`config.mk`:
```
export PLATFORM = sky130hd
export DESIGN_NAME = ips_seq
export DESIGN_NICKNAME = d
export VERILOG_FILES = /design/src/hdl/ips_pkg.sv /design/src/hdl/ips_seq.sv
export VERILOG_INCLUDE_DIRS = /design/src /design/src/hdl
export SDC_FILE = /design/constraint.sdc
export NUM_CORES = 1
export LEC_CHECK = 0
export ABC_AREA = 1
export BUFFER_PORTS_ARGS = -buffer_cell sky130_fd_sc_hd__buf_2
export CAP_MARGIN = 20
export CORE_UTILIZATION = 39
export DETAILED_ROUTE_END_ITERATION = 10
export HOLD_SLACK_MARGIN = 0.02
export MAX_ROUTING_LAYER = met4
export SLEW_MARGIN = 20
export SYNTH_ARGS = -nofsm -noshare
export SYNTH_HDL_FRONTEND = slang
export SYNTH_SLANG_ARGS = --single-unit
```
`constraint.sdc`:
```
create_clock -name clk -period 4.2 [get_ports clk]
set_clock_uncertainty 0.2 [all_clocks]
set_input_delay 0 -clock clk [delete_from_list [all_inputs] [get_ports clk]]
set_output_delay 0 -clock clk [all_outputs]
set_load 0.05 [all_outputs]
```
`src/hdl/incremental_permutation_shuffler_top_macros.svh`:
```
// Assertion macros used by the shuffler sequencer.
`ifndef INCREMENTAL_PERMUTATION_SHUFFLER_TOP_MACROS_SVH
`define INCREMENTAL_PERMUTATION_SHUFFLER_TOP_MACROS_SVH

`ifndef SYNTH
// Same-cycle implication, disabled while reset is asserted.
`define IPS_ASSERT_IMP(lbl, clk, rst_n, ante, cons) \
	lbl: assert property (@(posedge clk) disable iff (!rst_n) (ante) |-> (cons)) \
		else $error("shuffler assertion failed");
// Next-cycle implication, disabled while reset is asserted.
`define IPS_ASSERT_NXT(lbl, clk, rst_n, ante, cons) \
	lbl: assert property (@(posedge clk) disable iff (!rst_n) (ante) |=> (cons)) \
		else $error("shuffler assertion failed");
`else
`define IPS_ASSERT_IMP(lbl, clk, rst_n, ante, cons)
`define IPS_ASSERT_NXT(lbl, clk, rst_n, ante, cons)
`endif

`endif

```
`src/hdl/ips_pkg.sv`:
```
// Types and constants of the incremental permutation shuffler.
`timescale 1ns / 1ps
`default_nettype none

package ips_pkg;

	// Request kinds
	localparam logic KIND_NEXT = 1'b0;
	localparam logic KIND_SET  = 1'b1;

	// Error codes
	localparam logic [1:0] ERR_OK        = 2'd0;
	localparam logic [1:0] ERR_EXHAUSTED = 2'd1;
	localparam logic [1:0] ERR_RANGE     = 2'd2;
	localparam logic [1:0] ERR_EMITTED   = 2'd3;

	localparam int CFG_W = 11;
	localparam int VAL_W = 10;

	typedef struct packed {
		logic             kind;
		logic [VAL_W-1:0] random_position;
		logic [VAL_W-1:0] requested_value;
	} in_t;

	typedef struct packed {
		logic [VAL_W-1:0] emitted_value;
		logic [1:0]       error;
	} out_t;

	// Result handed from the sequencer to the output register
	typedef struct packed {
		logic valid;
		out_t data;
	} res_t;

	typedef enum logic [2:0] {
		ST_CLEAR,
		ST_IDLE,
		ST_CHK,
		ST_SRCH,
		ST_RDCUR,
		ST_WRPOS,
		ST_WRCUR
	} seq_state_t;

endpackage

`default_nettype wire

```
`src/hdl/ips_seq.sv`:
```
// Sequencer: read-modify-write of the permutation table, search and clear pass.
`timescale 1ns / 1ps
`default_nettype none
`include "incremental_permutation_shuffler_top_macros.svh"

module ips_seq
	import ips_pkg::*;
#(
	parameter int MAX_COUNT = 1024,
	parameter int AW        = $clog2(MAX_COUNT),
	parameter int CW        = $clog2(MAX_COUNT + 1)
) (
	input  wire logic          clk,
	input  wire logic          arst_n,
	input  wire logic          cfg_we,
	input  wire logic [CW-1:0] count,
	input  wire logic          in_valid,
	output logic               in_stall,
	input  wire in_t           in_data,
	input  wire logic          out_busy,
	output res_t               res,
	output logic               ram_we,
	output logic [AW-1:0]      ram_waddr,
	output logic [AW-1:0]      ram_wdata,
	output logic [AW-1:0]      ram_raddr,
	input  wire logic [AW-1:0] ram_rdata
);

	// Common compare width for fields, counts and table values
	localparam int WW = (CW > CFG_W) ? CW : CFG_W;

	seq_state_t     state_q, state_d;
	logic [CW-1:0]  cursor_q;
	logic [AW-1:0]  clr_q;
	logic [AW-1:0]  pos_q, pos_d;
	logic [AW-1:0]  val_q, val_d;
	logic [AW-1:0]  req_q, req_d;
	logic [CW-1:0]  idx_q, idx_d;
	logic [CW-1:0]  idx_nx;
	logic           cur_inc;
	logic           clr_inc;
	logic [WW-1:0]  cur_w, cnt_w, pos_in_w, val_in_w, rd_w, req_w, idx_nx_w, ev_w;

	assign cur_w    = WW'(cursor_q);
	assign cnt_w    = WW'(count);
	assign pos_in_w = WW'(in_data.random_position);
	assign val_in_w = WW'(in_data.requested_value);
	assign rd_w     = WW'(ram_rdata);
	assign req_w    = WW'(req_q);
	assign idx_nx   = idx_q + 1'b1;
	assign idx_nx_w = WW'(idx_nx);
	assign ev_w     = WW'(val_q);

	// Next state, memory accesses and result
	always_comb begin
		state_d   = state_q;
		in_stall  = 1'b1;
		res       = '0;
		ram_we    = 1'b0;
		ram_waddr = '0;
		ram_wdata = '0;
		ram_raddr = '0;
		pos_d     = pos_q;
		val_d     = val_q;
		req_d     = req_q;
		idx_d     = idx_q;
		cur_inc   = 1'b0;
		clr_inc   = 1'b0;

		case (state_q)
			ST_CLEAR: begin
				// identity fill, one entry a cycle
				ram_we    = 1'b1;
				ram_waddr = clr_q;
				ram_wdata = clr_q;
				clr_inc   = 1'b1;
				if (clr_q == AW'(MAX_COUNT - 1)) begin
					state_d = ST_IDLE;
				end
			end
			ST_IDLE: begin
				in_stall = out_busy || cfg_we;
				if (in_valid && !in_stall) begin
					if (cur_w >= cnt_w) begin
						res.valid      = 1'b1;
						res.data.error = ERR_EXHAUSTED;
					end else if (in_data.kind == KIND_NEXT) begin
						if (pos_in_w < cur_w || pos_in_w >= cnt_w) begin
							res.valid      = 1'b1;
							res.data.error = ERR_RANGE;
						end else begin
							ram_raddr = pos_in_w[AW-1:0];
							pos_d     = pos_in_w[AW-1:0];
							state_d   = ST_RDCUR;
						end
					end else begin
						if (val_in_w >= cnt_w) begin
							res.valid      = 1'b1;
							res.data.error = ERR_RANGE;
						end else begin
							ram_raddr = val_in_w[AW-1:0];
							req_d     = val_in_w[AW-1:0];
							state_d   = ST_CHK;
						end
					end
				end
			end
			ST_RDCUR: begin
				// table[pos] arrives; fetch table[cursor]
				val_d     = ram_rdata;
				ram_raddr = cursor_q[AW-1:0];
				state_d   = ST_WRPOS;
			end
			ST_CHK: begin
				// does the value still sit at its own index?
				if (rd_w == req_w) begin
					if (req_w < cur_w) begin
						res.valid      = 1'b1;
						res.data.error = ERR_EMITTED;
						state_d        = ST_IDLE;
					end else begin
						pos_d     = req_q;
						val_d     = req_q;
						ram_raddr = cursor_q[AW-1:0];
						state_d   = ST_WRPOS;
					end
				end else begin
					ram_raddr = cursor_q[AW-1:0];
					idx_d     = cursor_q;
					state_d   = ST_SRCH;
				end
			end
			ST_SRCH: begin
				// one entry compared per cycle, next address issued in parallel
				if (rd_w == req_w) begin
					pos_d     = idx_q[AW-1:0];
					val_d     = req_q;
					ram_raddr = cursor_q[AW-1:0];
					state_d   = ST_WRPOS;
				end else if (idx_nx_w >= cnt_w) begin
					res.valid      = 1'b1;
					res.data.error = ERR_EMITTED;
					state_d        = ST_IDLE;
				end else begin
					ram_raddr = idx_nx[AW-1:0];
					idx_d     = idx_nx;
				end
			end
			ST_WRPOS: begin
				// table[pos] <= table[cursor]
				ram_we    = 1'b1;
				ram_waddr = pos_q;
				ram_wdata = ram_rdata;
				state_d   = ST_WRCUR;
			end
			ST_WRCUR: begin
				// table[cursor] <= emitted value, advance cursor
				ram_we                 = 1'b1;
				ram_waddr              = cursor_q[AW-1:0];
				ram_wdata              = val_q;
				cur_inc                = 1'b1;
				res.valid              = 1'b1;
				res.data.emitted_value = ev_w[VAL_W-1:0];
				res.data.error         = ERR_OK;
				state_d                = ST_IDLE;
			end
			default: begin
				state_d = ST_IDLE;
			end
		endcase

		// register write restarts the shuffle
		if (cfg_we) begin
			state_d = ST_CLEAR;
		end
	end

	// Control state
	always_ff @(posedge clk or negedge arst_n) begin
		if (!arst_n) begin
			state_q  <= ST_CLEAR;
			cursor_q <= '0;
			clr_q    <= '0;
		end else begin
			state_q <= state_d;
			if (cfg_we) begin
				cursor_q <= '0;
				clr_q    <= '0;
			end else begin
				if (cur_inc) begin
					cursor_q <= cursor_q + 1'b1;
				end
				if (clr_inc) begin
					clr_q <= clr_q + 1'b1;
				end
			end
		end
	end

	// Per-request working registers
	always_ff @(posedge clk) begin
		pos_q <= pos_d;
		val_q <= val_d;
		req_q <= req_d;
		idx_q <= idx_d;
	end

	`IPS_ASSERT_IMP(a_cursor_bound, clk, arst_n, 1'b1, WW'(cursor_q) <= WW'(count))
	`IPS_ASSERT_IMP(a_res_slot_free, clk, arst_n, res.valid, !out_busy)
	`IPS_ASSERT_NXT(a_cursor_step, clk, arst_n, state_q == ST_WRCUR && !cfg_we, cursor_q == $past(cursor_q) + 1'b1)
	`IPS_ASSERT_IMP(a_no_write_in_lookup, clk, arst_n, state_q == ST_CHK || state_q == ST_SRCH, !ram_we)

endmodule

`default_nettype wire
```
==> flow_metrics.tcl <==
set metrics [dict create \
    drc 0 \
    io_buffers 91 \
    grt_max_degree 37 \
    worstMarginPinSlew_ns 0.988 \
    cts_tree "yes" \
    synthCells 873 \
    area_growth_syn_to_layout_pct 21.5 \
    final-hold-violation-count 0 \
    ff2ff_path_depth 18 \
    cts_resized 0 \
    synthesis.nets 984 \
    synth_area_leader_cell "edfxtp_1" \
    yosys_warnings 0 \
    whs_path_depth 3 \
    ys_types 48 \
    wl_um 20800 \
    min_from "in_data[16]" \
    clk_pin_slew_ns 0.06 \
    holdPathEnd "pos_q[6]" \
    antenna_found_initial 0 \
    swShare_pct 25.9 \
    antenna_cells 0 \
    numCtsBuffers 9 \
    status "finished clean" \
    ctsLongestPathBuffers 2 \
    pre_cts_ws_ns 0.717 \
    r2r_end "state_q[0]" \
    arrival_ns 3.69 \
    irDropWorstVdd_uv 184 \
    wl_per_cell_um 17.5 \
    clock_sinks 65 \
    initial_core_util_pct 40.0 \
    required_ns 4.00 \
    syn-cell-area_um2 6080 \
    drtIter0Drc 417 \
    track_usage_pct 27.8 \
    postCtsHoldBufs 33 \
    nets 1108 \
    post-route-period-util_pct 92.6 \
    path_max_fanout 11 \
    rsz0062_at_grt "false" \
    p_int_uw 1260 \
    tns_ns 0 \
    cts_max_level 3 \
    synth-edff-count 41 \
    vias 6195 \
    vias_per_cell 5.21 \
    synth_area_leaders "edfxtp_1 (20%), nand2_1 (15%), ha_1 (13%)" \
    fmax_ghz 0.257 \
    crit_path_start_kind "register" \
    ant_nets 0 \
    p_comb_share_pct 14.4 \
    clock_power_share_pct 45.3 \
    root_buffer "clkbuf_16" \
    drive_above_1_share_pct 15.9 \
    finish.utilization_pct 48.6 \
    yosysSeqAreaShare_pct 30.1 \
    async_reset_ff_share_pct 36.9 \
    leakage_uw 0.00375 \
    r2r_slack_ns 0.94 \
    synthTopCellsByCount "nand2_1 (247), inv_1 (140), nor2_1 (89), ha_1 (64)" \
    die_x_um 127 \
    relSlewSlack_pct 33.6 \
    worstSetupEndpointType "primary output" \
    pin_count 92 \
    synth.most_common_cell "nand2_1" \
    gp_congestion 1.01 \
    synth-seq-cells 65 \
    critPathKind "register to primary output" \
    grt_pass1_vias 5966 \
    firstDrtPassIters 5 \
    worstHoldPathType "primary input to register" \
    power_switching_uw 442 \
    synth_area_per_cell_um2 6.97 \
    cap_violations 0 \
    reg2reg_from "idx_q[0]" \
    netlist.area_leader.share_pct 20.2 \
    slew_viol_final 0 \
    power_density_nw_per_um2 231 \
    min_period_ns 3.89 \
    fp.dieH_um 127 \
    ys.flop_type "edfxtp_1" \
    core-area_um2 15200 \
    fin_ws_ns 0.310 \
    grt.overflow.total 0 \
    grt_first_pass_wirelength_um 32300 \
    die-area_um2 16100 \
    seqPwrFrac_pct 40.3 \
    cts_setup_buffers 0 \
    dp_hpwl_um 16300 \
    worstSkewPairLatency_ns 0.34 \
    finalSetupViolations 0 \
    fp-row-count 45 \
]
-- power by group through the flow --
stage | clock network (uW) | registers (uW) | logic (uW)
after CTS | 779 | 688 | 243
after global placement | 0 | 700 | 215
after floorplan | 0 | 699 | 136
final | 772 | 688 | 246
after global routing | 803 | 688 | 275
after detailed placement | 0 | 700 | 217
-- layout by cell type, fill, tap and decap left out, types with 2 or more instances in the layout --
cell / instances
and3_1: 3
a21oi_1: 39
nand3_1: 40
ha_1: 64
nor3_1: 14
dlygate4sd3_1: 32
o221ai_1: 15
nand2_1: 247
clkbuf_16: 11
buf_4: 8
edfxtp_1: 41
nand4_2: 2
nor2_4: 4
nand3_2: 7
o21ai_0: 41
a31oi_1: 2
clkinv_2: 2
inv_1: 140
dfrtp_1: 24
a21oi_2: 2
clkinv_1: 3
o211ai_1: 14
xor2_1: 5
and2_1: 2
nand2_2: 5
o21a_1: 3
a211oi_1: 2
inv_2: 11
nor2_2: 4
nand3b_1: 2
nor2_1: 89
buf_2: 91
nand4_1: 11
o21ai_1: 3
-- metal layers --
metal / global-route usage [%] / vias to the layer above / part of all wire (%)
met3: 5.74 / 61 / 8.1
met2: 42.6 / 295 / 43
li1: - / 3102 / -
met5: - / - / 0
met1: 35.1 / 2737 / 45
met4: 13.0 / 0 / 4.1
-- metrics by stage --
step,total power (uW),area [um^2],instances,hold slack (ns)
global route,1770,7390,1190,0.0610
finish,1710,7390,1190,0.0240
floorplan,835,6080,873,-0.496
CTS,1710,7390,1190,0.0230
global placement,915,6740,1141,-0.181
detailed placement,917,6740,1141,-0.177
-- registers in the layout, indices dropped and copies added (netlist names) --
name	flops
idx_q	11
req_q	10
val_q	10
cur_w	11
pos_q	10
state_q	3
clr_q	10
-- area by class of cell --
type / count / area [um^2]
fillers: 1554 / 7810
multi-input cells: 635 / 3580
flip-flops and latches: 65 / 1830
repair buffers: 132 / 856
inverters: 154 / 578
clock buffers: 13 / 293
well taps: 188 / 235
clock inverters: 3 / 18.8
-- worst max path at each step --
stage,startpoint,end,slack [ns],depth (start not counted)
after floorplan,idx_q[0],ram_raddr[0],0.91,17
after global placement,idx_q[0],ram_raddr[0],0.81,19
after detailed placement,idx_q[0],ram_raddr[0],0.72,19
after CTS,idx_q[0],ram_raddr[0],0.34,19
after global routing,idx_q[0],ram_raddr[0],0.07,19
final,idx_q[0],ram_raddr[0],0.31,19
-- cells by family (layout without fill, tap and decap cells) --
| group | after synthesis | in the layout | synth area share (%) |
|---|---|---|---|
| buf+inv | 173 | 302 | 11.1 |
| xor+xnor | 6 | 6 | 0.987 |
| flops | 65 | 65 | 30.1 |
| fa+ha+maj | 64 | 64 | 13.2 |
| compound gates | 126 | 126 | 12.6 |
| simple gates | 439 | 439 | 32.0 |
-- critical path, cell delays in order (launching register included) --
cell and delay [ns]:
edfxtp_1 0.42, ha_1 0.30, nand4_2 0.15, or2_4 0.27
nor2_4 0.11, xor2_2 0.17, inv_1 0.06, ha_1 0.31
nand2_1 0.12, nor2_1 0.07, and2_1 0.15, nand2_1 0.06
nand4_2 0.15, nor2_2 0.14, buf_4 0.18, nand2_1 0.06
nand2_1 0.06, inv_1 0.04, a21oi_1 0.22, buf_2 0.32
Note: power is estimated with default switching activity, not from simulation.
